`config.mk`:
```
export PLATFORM = sky130hd
export DESIGN_NAME = lenient_utf8_to_utf16_decoder
export DESIGN_NICKNAME = d
export VERILOG_FILES = /design/src/design/u8u16_pkg.sv /design/src/design/u8u16_front.sv /design/src/design/u8u16_queue.sv /design/src/design/u8u16_back.sv /design/src/design/lenient_utf8_to_utf16_decoder.sv
export VERILOG_INCLUDE_DIRS = /design/src /design/src/design
export SDC_FILE = /design/constraint.sdc
export NUM_CORES = 1
export LEC_CHECK = 0
export BUFFER_PORTS_ARGS = -buffer_cell sky130_fd_sc_hd__buf_2
export CORE_ASPECT_RATIO = 2
export CORE_MARGIN = 1
export CORE_UTILIZATION = 36
export CTS_CLUSTER_DIAMETER = 40
export DETAILED_ROUTE_END_ITERATION = 6
export PLACE_DENSITY = 0.55
export SYNTH_ARGS = -nofsm -noshare
export SYNTH_HDL_FRONTEND = slang
export SYNTH_SLANG_ARGS = --single-unit
export TNS_END_PERCENT = 1
```
`constraint.sdc`:
```
create_clock -name clk -period 4.97 [get_ports clk]
set_clock_uncertainty 0.1 [all_clocks]
set_input_delay 0.497 -clock clk [delete_from_list [all_inputs] [get_ports clk]]
set_output_delay 0.497 -clock clk [all_outputs]
set_load 0.02 [all_outputs]
```
`src/design/lenient_utf8_to_utf16_decoder_defines.svh`:
```
// Assertion macros shared by the UTF-8 to UTF-16 decoder modules.
// Expects clk and rst_n in the scope of each use; compiles to nothing under SYNTH.
`ifndef LENIENT_UTF8_TO_UTF16_DECODER_DEFINES_SVH
`define LENIENT_UTF8_TO_UTF16_DECODER_DEFINES_SVH

`ifndef SYNTH

// Check a property at every clock edge outside reset.
`define U8U16_ASSERT(label, prop, msg) \
  label: assert property (@(posedge clk) disable iff (!rst_n) prop) else $error(msg);

// Check that a condition never holds outside reset.
`define U8U16_NEVER(label, expr, msg) \
  label: assert property (@(posedge clk) disable iff (!rst_n) !(expr)) else $error(msg);

`else

`define U8U16_ASSERT(label, prop, msg)

`define U8U16_NEVER(label, expr, msg)

`endif

`endif

```
`src/design/u8u16_pkg.sv`:
```
// Shared types and constants of the UTF-8 to UTF-16 decoder.
// No dependencies; imported by every module of the block.
package u8u16_pkg;

  localparam int unsigned UNIT_W     = 16;
  localparam int unsigned MAX_UNITS  = 4;
  localparam int unsigned CFG_ADDR_W = 3;
  localparam int unsigned CFG_DATA_W = 32;

  // Word index of the configuration registers (paddr[2]).
  localparam logic CFG_IDX_LOW_BYTE_MODE = 1'b0;

  typedef struct packed {
    logic [7:0] text_byte;
    logic       end_of_text;
  } u8u16_in_t;

  typedef struct packed {
    logic [UNIT_W-1:0] code_unit;
    logic              run_last;
    logic              text_done;
  } u8u16_out_t;

  // One queued transaction: up to four units, index of the last one, end of string.
  typedef struct packed {
    logic [MAX_UNITS-1:0][UNIT_W-1:0] units;
    logic [1:0]                       last_idx;
    logic                             eot;
  } u8u16_entry_t;

  typedef struct packed {
    logic full;
    logic empty;
  } u8u16_qstat_t;

endpackage

```
`src/design/u8u16_front.sv`:
```
// Front end: accepts bytes, tracks the pending sequence and classifies each byte.
// Pushes the units a byte causes into the queue; depends on u8u16_pkg.
module u8u16_front (
  input  logic                    clk,
  input  logic                    rst_n,
  input  logic                    in_valid,
  output logic                    in_ready,
  input  u8u16_pkg::u8u16_in_t    in_data,
  input  u8u16_pkg::u8u16_qstat_t q_stat,
  output logic                    q_push,
  output u8u16_pkg::u8u16_entry_t q_entry
);
  import u8u16_pkg::*;

  localparam logic [7:0]  ASCII_END    = 8'h80;
  localparam logic [7:0]  LEAD2_LO     = 8'hc2;
  localparam logic [7:0]  LEAD2_HI     = 8'hdf;
  localparam logic [7:0]  LEAD3_LO     = 8'he0;
  localparam logic [7:0]  LEAD3_HI     = 8'hef;
  localparam logic [7:0]  LEAD4_LO     = 8'hf0;
  localparam logic [7:0]  LEAD4_HI     = 8'hf4;
  localparam logic [7:0]  E0_MIN       = 8'ha0;
  localparam logic [7:0]  F0_MIN       = 8'h90;
  localparam logic [20:0] SUPP_BASE    = 21'h010000;
  localparam logic [15:0] SURR_HI_BASE = 16'hd800;
  localparam logic [15:0] SURR_LO_BASE = 16'hdc00;

  function automatic logic [2:0] seq_len(input logic [7:0] b);
    logic [2:0] n;
    if (b < ASCII_END) begin
      n = 3'd1;
    end else if (b >= LEAD2_LO && b <= LEAD2_HI) begin
      n = 3'd2;
    end else if (b >= LEAD3_LO && b <= LEAD3_HI) begin
      n = 3'd3;
    end else if (b >= LEAD4_LO && b <= LEAD4_HI) begin
      n = 3'd4;
    end else begin
      n = 3'd0;
    end
    return n;
  endfunction

  function automatic logic follow_ok(input logic [7:0] lead, input logic [1:0] k,
                                     input logic [7:0] c);
    logic ok;
    ok = (c[7:6] == 2'b10);
    if (k == 2'd1) begin
      if (lead == LEAD3_LO && c < E0_MIN) ok = 1'b0;
      if (lead == LEAD4_LO && c < F0_MIN) ok = 1'b0;
      if (lead == LEAD4_HI && c >= F0_MIN) ok = 1'b0;
    end
    return ok;
  endfunction

  logic [2:0][7:0] pend_r, pend_nxt;
  logic [1:0]      pcnt_r, pcnt_nxt;

  logic [3:0][7:0] seq;
  logic [7:0]      c;
  logic            eot;
  logic            in_fire;
  logic            emit;
  logic [2:0]      c_len, lead_len;
  logic            fol;
  logic [20:0]     cp, off;
  logic [15:0]     surr_hi, surr_lo;

  assign c        = in_data.text_byte;
  assign eot      = in_data.end_of_text;
  assign in_ready = !q_stat.full;
  assign in_fire  = in_valid && in_ready;

  always_comb begin
    // Held bytes first, then the new byte at the position after them.
    for (int i = 0; i < 3; i++) begin
      seq[i] = (2'(i) < pcnt_r) ? pend_r[i] : c;
    end
    seq[3]   = c;
    c_len    = seq_len(c);
    lead_len = seq_len(pend_r[0]);
    fol      = follow_ok(pend_r[0], pcnt_r, c);

    case (lead_len)
      3'd2:    cp = {10'd0, seq[0][4:0], seq[1][5:0]};
      3'd3:    cp = {5'd0, seq[0][3:0], seq[1][5:0], seq[2][5:0]};
      default: cp = {seq[0][2:0], seq[1][5:0], seq[2][5:0], seq[3][5:0]};
    endcase
    off     = cp - SUPP_BASE;
    surr_hi = SURR_HI_BASE + {6'd0, off[19:10]};
    surr_lo = SURR_LO_BASE + {6'd0, off[9:0]};
  end

  always_comb begin
    emit     = 1'b0;
    pend_nxt = pend_r;
    pcnt_nxt = pcnt_r;
    for (int i = 0; i < MAX_UNITS; i++) begin
      q_entry.units[i] = {8'd0, seq[i]};
    end
    q_entry.last_idx = pcnt_r;
    q_entry.eot      = eot;

    if (pcnt_r == 2'd0) begin
      if (c_len > 3'd1 && !eot) begin
        pend_nxt[0] = c;
        pcnt_nxt    = 2'd1;
      end else begin
        emit = 1'b1;
      end
    end else if (fol) begin
      if ({1'b0, pcnt_r} + 3'd1 == lead_len) begin
        // Complete sequence: one BMP unit or a surrogate pair.
        emit     = 1'b1;
        pcnt_nxt = 2'd0;
        if (cp > {5'd0, 16'hffff}) begin
          q_entry.units[0] = surr_hi;
          q_entry.units[1] = surr_lo;
          q_entry.last_idx = 2'd1;
        end else begin
          q_entry.units[0] = cp[15:0];
          q_entry.last_idx = 2'd0;
        end
      end else if (eot) begin
        // Flush the cut-off sequence byte by byte.
        emit     = 1'b1;
        pcnt_nxt = 2'd0;
      end else begin
        for (int i = 0; i < 3; i++) begin
          if (2'(i) == pcnt_r) pend_nxt[i] = c;
        end
        pcnt_nxt = pcnt_r + 2'd1;
      end
    end else begin
      // Failed sequence: drop held bytes out as raw units, retry the new byte.
      emit = 1'b1;
      if (c_len > 3'd1 && !eot) begin
        q_entry.last_idx = pcnt_r - 2'd1;
        pend_nxt[0]      = c;
        pcnt_nxt         = 2'd1;
      end else begin
        pcnt_nxt = 2'd0;
      end
    end
  end

  assign q_push = in_fire && emit;

  always_ff @(posedge clk) begin
    if (!rst_n) begin
      pcnt_r <= 2'd0;
    end else if (in_fire) begin
      pcnt_r <= pcnt_nxt;
    end
  end

  always_ff @(posedge clk) begin
    if (in_fire) begin
      pend_r <= pend_nxt;
    end
  end

`include "lenient_utf8_to_utf16_decoder_defines.svh"

  `U8U16_ASSERT(a_pending_is_prefix, (pcnt_r != 2'd0) |-> (seq_len(pend_r[0]) > {1'b0, pcnt_r}), "pending bytes do not form an open sequence")
  `U8U16_ASSERT(a_eot_clears_pending, (in_fire && eot) |=> (pcnt_r == 2'd0), "pending sequence survives end of text")

endmodule

```
`src/design/u8u16_queue.sv`:
```
// Short FIFO of decoded transactions between the front and back ends.
// Depends on u8u16_pkg for the entry and status types.
module u8u16_queue #(
  parameter int unsigned DEPTH = 2
) (
  input  logic                    clk,
  input  logic                    rst_n,
  input  logic                    push,
  input  u8u16_pkg::u8u16_entry_t wr_entry,
  input  logic                    pop,
  output u8u16_pkg::u8u16_entry_t head,
  output u8u16_pkg::u8u16_qstat_t stat
);
  import u8u16_pkg::*;

  localparam int unsigned PTR_W = $clog2(DEPTH);
  localparam int unsigned CNT_W = $clog2(DEPTH + 1);

  u8u16_entry_t     mem_r [DEPTH];
  logic [PTR_W-1:0] wr_ptr_r, wr_ptr_nxt;
  logic [PTR_W-1:0] rd_ptr_r, rd_ptr_nxt;
  logic [CNT_W-1:0] cnt_r, cnt_nxt;

  assign head       = mem_r[rd_ptr_r];
  assign stat.full  = (cnt_r == CNT_W'(DEPTH));
  assign stat.empty = (cnt_r == '0);

  always_comb begin
    wr_ptr_nxt = wr_ptr_r;
    rd_ptr_nxt = rd_ptr_r;
    cnt_nxt    = cnt_r;
    if (push) begin
      wr_ptr_nxt = (wr_ptr_r == PTR_W'(DEPTH - 1)) ? '0 : wr_ptr_r + 1'b1;
    end
    if (pop) begin
      rd_ptr_nxt = (rd_ptr_r == PTR_W'(DEPTH - 1)) ? '0 : rd_ptr_r + 1'b1;
    end
    if (push && !pop) begin
      cnt_nxt = cnt_r + 1'b1;
    end else if (pop && !push) begin
      cnt_nxt = cnt_r - 1'b1;
    end
  end

  always_ff @(posedge clk) begin
    if (!rst_n) begin
      wr_ptr_r <= '0;
      rd_ptr_r <= '0;
      cnt_r    <= '0;
    end else begin
      wr_ptr_r <= wr_ptr_nxt;
      rd_ptr_r <= rd_ptr_nxt;
      cnt_r    <= cnt_nxt;
    end
  end

  always_ff @(posedge clk) begin
    if (push) begin
      mem_r[wr_ptr_r] <= wr_entry;
    end
  end

`include "lenient_utf8_to_utf16_decoder_defines.svh"

  `U8U16_NEVER(a_no_push_full, push && stat.full, "push into a full queue")
  `U8U16_NEVER(a_no_pop_empty, pop && stat.empty, "pop from an empty queue")
  `U8U16_NEVER(a_cnt_in_range, cnt_r > CNT_W'(DEPTH), "queue fill beyond depth")

endmodule

```
`src/design/u8u16_back.sv`:
```
// Back end: walks the units of the queue head into the output register.
// Applies low byte mode and the run_last/text_done marks; depends on u8u16_pkg.
module u8u16_back (
  input  logic                    clk,
  input  logic                    rst_n,
  input  logic                    low_byte_mode,
  input  u8u16_pkg::u8u16_entry_t head,
  input  u8u16_pkg::u8u16_qstat_t q_stat,
  output logic                    pop,
  output logic                    out_valid,
  input  logic                    out_ready,
  output u8u16_pkg::u8u16_out_t   out_data
);
  import u8u16_pkg::*;

  logic         out_valid_r, out_valid_nxt;
  u8u16_out_t   out_data_r, out_data_nxt;
  logic [1:0]   idx_r, idx_nxt;
  logic         load;
  logic         is_last;
  logic [15:0]  unit;

  assign load    = !q_stat.empty && (!out_valid_r || out_ready);
  assign is_last = (idx_r == head.last_idx);
  assign pop     = load && is_last;

  always_comb begin
    unit = head.units[idx_r];
    if (low_byte_mode) unit = {8'd0, unit[7:0]};

    out_data_nxt.code_unit = unit;
    out_data_nxt.run_last  = is_last;
    out_data_nxt.text_done = is_last && head.eot;

    idx_nxt       = idx_r;
    out_valid_nxt = out_valid_r;
    if (load) begin
      out_valid_nxt = 1'b1;
      idx_nxt       = is_last ? 2'd0 : idx_r + 2'd1;
    end else if (out_ready) begin
      out_valid_nxt = 1'b0;
    end
  end

  always_ff @(posedge clk) begin
    if (!rst_n) begin
      out_valid_r <= 1'b0;
      idx_r       <= 2'd0;
    end else begin
      out_valid_r <= out_valid_nxt;
      idx_r       <= idx_nxt;
    end
  end

  always_ff @(posedge clk) begin
    if (load) begin
      out_data_r <= out_data_nxt;
    end
  end

  assign out_valid = out_valid_r;
  assign out_data  = out_data_r;

endmodule

```
`src/design/lenient_utf8_to_utf16_decoder.sv`:
```
// Lenient UTF-8 to UTF-16 decoder, top level.
// Input channel: one UTF-8 byte per transaction (in_valid/in_ready/in_data), with
//   end_of_text on the final byte of a string.
// Output channel: one UTF-16 code unit per transaction (out_valid/out_ready/out_data);
//   run_last marks the last unit caused by a byte, text_done the last unit of a string.
// A byte may cause no unit (held in an open sequence) or up to four units.
// Flow: with the queue empty, a byte's first unit passes through a queue entry and the
//   output register before it is presented. One byte is accepted per cycle while the
//   queue has room; the output register drains one unit per cycle while out_ready is
//   high, so multi-unit bytes fill the QUEUE_DEPTH-entry queue and hold input back.
// When the receiver stalls, the output register holds its unit, the queue fills and
//   in_ready drops; nothing is lost.
// Reset (synchronous, rst_n low) empties the queue, drops any open sequence and
//   clears low_byte_mode; no clearing pass is needed.
// Configuration: APB-style port, register low_byte_mode at byte address 0; write it
//   only while the block is idle.
module lenient_utf8_to_utf16_decoder #(
  parameter int unsigned QUEUE_DEPTH = 2
) (
  input  logic                                 clk,
  input  logic                                 rst_n,
  input  logic                                 in_valid,
  output logic                                 in_ready,
  input  u8u16_pkg::u8u16_in_t                 in_data,
  output logic                                 out_valid,
  input  logic                                 out_ready,
  output u8u16_pkg::u8u16_out_t                out_data,
  input  logic                                 psel,
  input  logic                                 penable,
  input  logic                                 pwrite,
  input  logic [u8u16_pkg::CFG_ADDR_W-1:0]     paddr,
  input  logic [u8u16_pkg::CFG_DATA_W-1:0]     pwdata,
  output logic [u8u16_pkg::CFG_DATA_W-1:0]     prdata,
  output logic                                 pready
);
  import u8u16_pkg::*;

  logic         low_byte_mode_r;
  logic         cfg_wr;
  logic         q_push, q_pop;
  u8u16_entry_t q_wr_entry, q_head;
  u8u16_qstat_t q_stat;

  assign pready = 1'b1;
  assign cfg_wr = psel && penable && pwrite && pready;

  always_ff @(posedge clk) begin
    if (!rst_n) begin
      low_byte_mode_r <= 1'b0;
    end else if (cfg_wr && paddr[2] == CFG_IDX_LOW_BYTE_MODE) begin
      low_byte_mode_r <= pwdata[0];
    end
  end

  always_comb begin
    prdata = '0;
    if (paddr[2] == CFG_IDX_LOW_BYTE_MODE) prdata[0] = low_byte_mode_r;
  end

  u8u16_front u_front (
    .clk      (clk),
    .rst_n    (rst_n),
    .in_valid (in_valid),
    .in_ready (in_ready),
    .in_data  (in_data),
    .q_stat   (q_stat),
    .q_push   (q_push),
    .q_entry  (q_wr_entry)
  );

  u8u16_queue #(
    .DEPTH (QUEUE_DEPTH)
  ) u_queue (
    .clk      (clk),
    .rst_n    (rst_n),
    .push     (q_push),
    .wr_entry (q_wr_entry),
    .pop      (q_pop),
    .head     (q_head),
    .stat     (q_stat)
  );

  u8u16_back u_back (
    .clk           (clk),
    .rst_n         (rst_n),
    .low_byte_mode (low_byte_mode_r),
    .head          (q_head),
    .q_stat        (q_stat),
    .pop           (q_pop),
    .out_valid     (out_valid),
    .out_ready     (out_ready),
    .out_data      (out_data)
  );

endmodule

```
==> Word-level counts from Yosys, hierarchy flattened <==
Memories as Yosys holds them, arrays and structs flattened. A register that Yosys moved wholly into a read port is not among the register bits.
Cells that the tools add are included.
{ "totals": {"ff_bits": 52, "ram_bits": 102, "input_bits": 51, "output_inout_bits": 53, "word_cells": 154, "mem_count": 1} }
{ "mem_list": {"columns": ["memory", "depth", "width", "read_ports", "rd_ports_with_merged_regs", "write_ports", "line_no", "text"], "rows": [
  ["u_queue.mem_r", 2, 51, 1, 1, 1, "u8u16_queue.sv:19", "u8u16_entry_t mem_r [DEPTH];"]
]} }
{ "classes": {"n_addsub": 11, "order_cmp": 23, "n_eq_ne": 14, "muxes": 52, "bitwise_logic": 4, "reduce_logical": 35} }
{ "ops": {"columns": ["cell", "n"], "rows": [
  ["$mux W34", 2],
  ["$ge A8 B8 Y1 const B", 7],
  ["$mux W8", 7],
  ["$le A8 B8 Y1 const B", 6],
  ["$pmux W21 S2", 1],
  ["$add A15 B11 Y16 const A", 2],
  ["$bmux W16 S2", 1],
  ["$lt A8 B8 Y1 const B", 4],
  ["$mux W16", 2],
  ["$mux W32", 1],
  ["$eq A8 B8 Y1 const B", 3],
  ["$mux W3", 8],
  ["$gt A21 B16 Y1 const B", 1],
  ["$logic_and A1 B1 Y1", 20],
  ["$mux W2", 10],
  ["$sub A20 B17 Y20 const B", 1],
  ["$mux W1", 19],
  ["$mux W18", 1],
  ["$reduce_and A6 Y1", 2],
  ["$add A2 B1 Y2 const B", 3],
  ["$eq A3 B2 Y1 const B", 2],
  ["$logic_not A1 Y1", 6],
  ["$eq A2 B2 Y1 const B", 2],
  ["$logic_not A2 Y1", 2],
  ["17 further kinds", 26]
]} }

==> Longest topological paths before layout <==
{ "depth": {"depth_word": 15, "ltp_mapped": 13, "ltp_nobuf": 11} }

==> Modules after synthesis <==
From an unflattened synthesis, not the netlist that was laid out.
{ "unflattened": {"hier_cells": 605, "area_unflattened_um2": 9241.4} }
{ "modules_own_cells": {"columns": ["module", "instances", "cells_each", "area_per_inst_um2", "seq_area_each_um2"], "rows": [
  ["u8u16_queue", 1, 230, 5166.2, 4124.0],
  ["u8u16_front", 1, 267, 2539.9, 760.7],
  ["u8u16_back", 1, 68, 1219.9, 600.6],
  ["lenient_utf8_to_utf16_decoder", 1, 40, 315.3, 20.0]
]} }

==> Worst setup path before layout <==
OpenSTA, ideal clock, no wires.
{ "synth_path": {"kind": "register to register", "start": "register u_front.pcnt_r[0]", "end": "memory u_queue.mem_r[1][0] in the netlist's numbering, enable pin", "setup_time_ns": 0.408, "arrival_time_ns": 3.194, "slack_ns": 1.268, "stages_incl_launch_ff": 9, "n_path_buf": 0, "period_less_slack_ns": 3.702, "path_cell_list": "dfxtp_1 -> inv_1 -> ha_1 -> or3_2 -> nand4_1 -> a211oi_1 -> nor3b_1 -> a211oi_1 -> and2_1"} }
{ "synth_between": {"elab_chain_len": 8, "word_cells_on_any_way": 11, "cone_classes": "add/sub (1); eq/ne (2); mux (6); reduce/logical (2)"} }
{ "synth_rtl": {"columns": ["item", "line_no", "text"], "rows": [
  ["start, declared", "u8u16_front.sv:57", "logic [1:0] pcnt_r, pcnt_nxt;"],
  ["start signal, assigned", "u8u16_front.sv:153", "pcnt_r <= pcnt_nxt;"],
  ["$add A2 B1 Y3", "u8u16_front.sv:112", "if ({1'b0, pcnt_r} + 3'd1 == lead_len) begin"],
  ["$eq A3 B3 Y1", "u8u16_front.sv:112", null],
  ["$mux W1", "u8u16_front.sv:112", null],
  ["$mux W1", "u8u16_front.sv:111", "end else if (fol) begin"],
  ["$mux W1 (*)", "u8u16_front.sv:104", "if (pcnt_r == 2'd0) begin"],
  ["$logic_and A1 B1 Y1 (*)", "u8u16_front.sv:147", "assign q_push = in_fire && emit;"],
  ["named net q_push", "lenient_utf8_to_utf16_decoder.sv:40", "logic q_push, q_pop;"],
  ["$mux W1 (*)", "u8u16_queue.sv:58", "if (push) begin"],
  ["$mux W1 (implied by the code) (*)", "u8u16_queue.sv:59", "mem_r[wr_ptr_r] <= wr_entry;"],
  ["end, declared", "u8u16_queue.sv:19", null]
]} }
Mark *: on every way through the listed nets, which the timed path passes. The rest lies on a longest branch.

==> Final worst setup path <==
{ "layout_path": {"start": "register u_front.pcnt_r[0]", "end": "memory u_queue.mem_r[0][21] in the netlist's numbering, enable pin"} }
The elaborated chain is that of the path after synthesis.

==> run summary <==
FLOORPLAN
------------------------------------------------------------------------------------
Starting density of the core ..........................................        37.0%
Area inside the core boundary .........................................  18,900 um^2
Die area ..............................................................  20,100 um^2
Horizontal extent of the die ..........................................       101 um
Number of top-level pins ..............................................          104
Placement Rows ........................................................           71
Die extent in y .......................................................       199 um

TIMING
------------------------------------------------------------------------------------
Transition time at the pin with the least slew margin .................       874 ps
Summed negative setup slack over all endpoints ........................         0 ps
Worst slew margin relative to its limit ...............................        40.1%
Slew Viols, Final .....................................................            0
Final setup viols .....................................................            0
Final hold violations .................................................            0
Final period utilization ..............................................        81.9%
Post-layout worst setup margin ........................................       899 ps
Fmax ..................................................................      246 MHz
Worst hold slack ......................................................       248 ps
Unrepaired setup endpoints after global routing .......................           no
Final min period ......................................................      4070 ps

LOGIC SYNTHESIS
------------------------------------------------------------------------------------
Leading register cell type out of synthesis ...........................     edfxtp_1
Count of warnings emitted by yosys ....................................            0
Proportion of synthesized flip-flops having asynchronous set or reset .           0%
Synth area leader .....................................................     edfxtp_1
Synthesized area divided by synthesized cell count ....................    14.2 um^2
Mapped cell area ......................................................    7010 um^2
Share of the yosys chip area belonging to registers ...................        60.6%
Top-area cell type share of the netlist area ..........................        57.4%
Netlist cell types ....................................................           66
Flop and latch count out of synthesis .................................          145
EDFF count, synth .....................................................          134
Post-synthesis instance total .........................................          493
Biggest area contributors in the synthesized netlist .................. edfxtp_1, mux4_2, mux2i_1

PLACEMENT
------------------------------------------------------------------------------------
Placement Setup Slack .................................................       955 ps
Routability-driven placement congestion ratio .........................        0.881
Number of buffers added on ports ......................................           38
Final HPWL from detailed placement ....................................    11,000 um

DETAILED ROUTING
------------------------------------------------------------------------------------
Number of vias after detailed routing .................................        4,080
Total routed wirelength ...............................................    14,800 um
Remaining number of nets flagged by the antenna check after routing ...            0
Number of remaining DRC errors ........................................            0
Vias per cell .........................................................         5.06
First DRT Iteration DRCs ..............................................          164
First-pass iteration count of the detailed router .....................            5
Avg WL per Cell .......................................................      18.3 um

SETUP PATH
------------------------------------------------------------------------------------
Slowest stage cell on the critical path ...............................      and2b_2
Worst EP arrival ......................................................      4070 ps
Critical setup path kind ..............................................      reg2reg
Worst Path Required ...................................................      4970 ps
Startpoint kind of the worst setup timing path ........................     register
Crit path largest cell delay ..........................................       600 ps
Maximum fanout along the worst path ...................................           22
CP Capture Type .......................................................     register
Cells along the critical path ......................................... inv_1 -> ha_1 -> or3_2 -> nand4_1 -> a211oi_1 -> nor3b_1 -> a211oi_1 -> and2b_2 -> buf_4
Most frequent CP cell .................................................     a211oi_1

CLOCK TREE
------------------------------------------------------------------------------------
Clock-pin slew on the worst setup and hold paths ......................        60 ps
# H-tree levels .......................................................            4
Buffers inserted during post-CTS setup optimization ...................            0
Number of clock sinks .................................................          145
Hold-fix buffers, CTS .................................................            0
Resized Gates After CTS ...............................................            0
Number of buffers added by the clock tree synthesis step ..............           17
Clock tree root buffer cell ...........................................    clkbuf_16
CTS tree ..............................................................         done
Max Root-Sink Buffers .................................................            2
Clock Latency Late Sink ...............................................       410 ps

POWER
------------------------------------------------------------------------------------
Power consumption .....................................................      3.85 mW
Total power density per cell area .....................................  481 nW/um^2
Highest ir drop seen on vdd ...........................................       200 uV
Leakage power .........................................................      2.82 nW

OUTCOME
------------------------------------------------------------------------------------
Status ................................................................ complete, no violations

FINAL LAYOUT
------------------------------------------------------------------------------------
Most common library cell in the layout ignoring fill and taps .........     edfxtp_1
Top library cells by usage in the layout, fill and taps aside ......... edfxtp_1, mux2i_1, buf_2, conb_1, nor2_1
Fraction of layout cells with a size suffix above 1 ...................        24.6%
Share of the core filled with cells ...................................        42.2%
Number of nets in the layout ..........................................          598
Signed area change from the synthesized netlist to the final layout ...        14.0%
# diodes ..............................................................            0

JOB
------------------------------------------------------------------------------------
Reported max-cap violation count ......................................            0

GRT
------------------------------------------------------------------------------------
Total global routing overflow .........................................            0
Maximum number of pins on one net before global-route repair ..........           47
Overall track demand over capacity in global routing ..................        16.0%
Vias in the first global route ........................................        4,291
Initial antenna violation count .......................................            0
Wire length of the first global-routing pass ..........................    23,400 um

MIN PATH
------------------------------------------------------------------------------------
Worst min-delay path category .........................................       in2reg

-- Yosys cell counts (2+ instances only) --
cell type	n
or2_4	2
a21oi_2	2
o21a_1	2
conb_1	2
nor2b_1	7
a31oi_1	4
edfxtp_1	134
nand4b_1	3
buf_4	35
a21boi_0	2
buf_6	4
clkbuf_1	9
o21ai_0	22
nor4_4	3
nand3_1	6
a21oi_1	18
ha_1	8
nand2b_1	4
and4b_1	2
nand3b_1	2
nor3b_1	3
nor3_1	5
dfxtp_1	11
or3_1	2
mux2i_1	39
xor2_1	2
o22ai_1	8
xnor2_1	6
and2_1	9
a211oi_1	6
o21ai_2	2
mux4_2	18
buf_1	3
and3_1	4
mux2_2	16
nor2_1	28
nand2_1	15
o221ai_1	4
inv_1	14
-- cell type report --
cell class	instances	area, um^2
Sequential cell	145	4250
Timing Repair Buffer	49	273
Multi-Input combinational cell	312	2470
Clock inverter	14	201
Inverter	14	52.6
Tap cell	255	319
Clock buffer	18	429
Fill cell	1745	10900
-- metrics by stage --
| step | cell area (um^2) | instances |
|---|---|---|
| 2_1_floorplan | 7120 | 523 |
| 3_3_place_gp | 7360 | 775 |
| 3_5_place_dp | 7360 | 775 |
| 4_1_cts | 7990 | 807 |
| 5_1_grt | 7990 | 807 |
| 6_report | 7990 | 807 |
-- metal layers --
layer	up-vias	track usage [%]	wire length, um
met4	0	9.66	668
met3	31	3.67	509
met5	-	0	0
met2	132	29.7	8220
li1	1931	-	-
met1	1986	16.0	5400
-- power by group --
part | switching (mW) | total [mW] | leakage [nW] | internal (mW)
clock | 0.496 | 1.34 | 0.298 | 0.849
sequential | 0.0680 | 1.65 | 1.34 | 1.58
combinational | 0.507 | 0.852 | 1.17 | 0.346
-- kinds of logic after synthesis --
kind of cell / after synthesis / synth area share [%]
AO/OA/AOI/OAI: 88 / 8.48
XOR/XNOR: 8 / 1.00
adder cells (fa/ha/maj): 8 / 1.43
buffers and inverters: 66 / 5.86
flip-flops: 145 / 60.6
multiplexers: 73 / 13.9
other: 2 / 0.107
AND/OR/NAND/NOR: 103 / 8.64
-- worst paths after layout --
kind,startpoint,endpoint,slack [ps],cells past startpoint
worst max-delay path,u_front.pcnt_r[0],u_queue.mem_r[0][21],900,9
worst min-delay path,pwdata[0],low_byte_mode_r,250,3
worst max register to register,u_front.pcnt_r[0],u_queue.mem_r[0][21],900,9
worst min register to register,u_queue.cnt_r[1],u_queue.cnt_r[1],470,2
-- critical path, delay by kind of cell, from the launching register on --
kind	cells	cell delay, ps
AND/OR/NAND/NOR	4	1080
buffers and inverters	2	510
adder cells (fa/ha/maj)	1	430
flip-flops	1	510
AO/OA/AOI/OAI	2	1130
-- state kept, by name, indices dropped and copies added (netlist names), named ones only --
| signal | cells |
|---|---|
| u_queue.mem_r | 92 |
| u_front.pend_r | 24 |
| u_back.out_data | 18 |
| u_back.idx_r | 2 |
| u_front.pcnt_r | 2 |
| u_queue.cnt_r | 2 |
| low_byte_mode_r | 1 |
| u_back.out_valid | 1 |
| u_queue.rd_ptr_r | 1 |
| u_queue.wr_ptr_r | 1 |
Note: power is estimated with default switching activity, not from simulation.
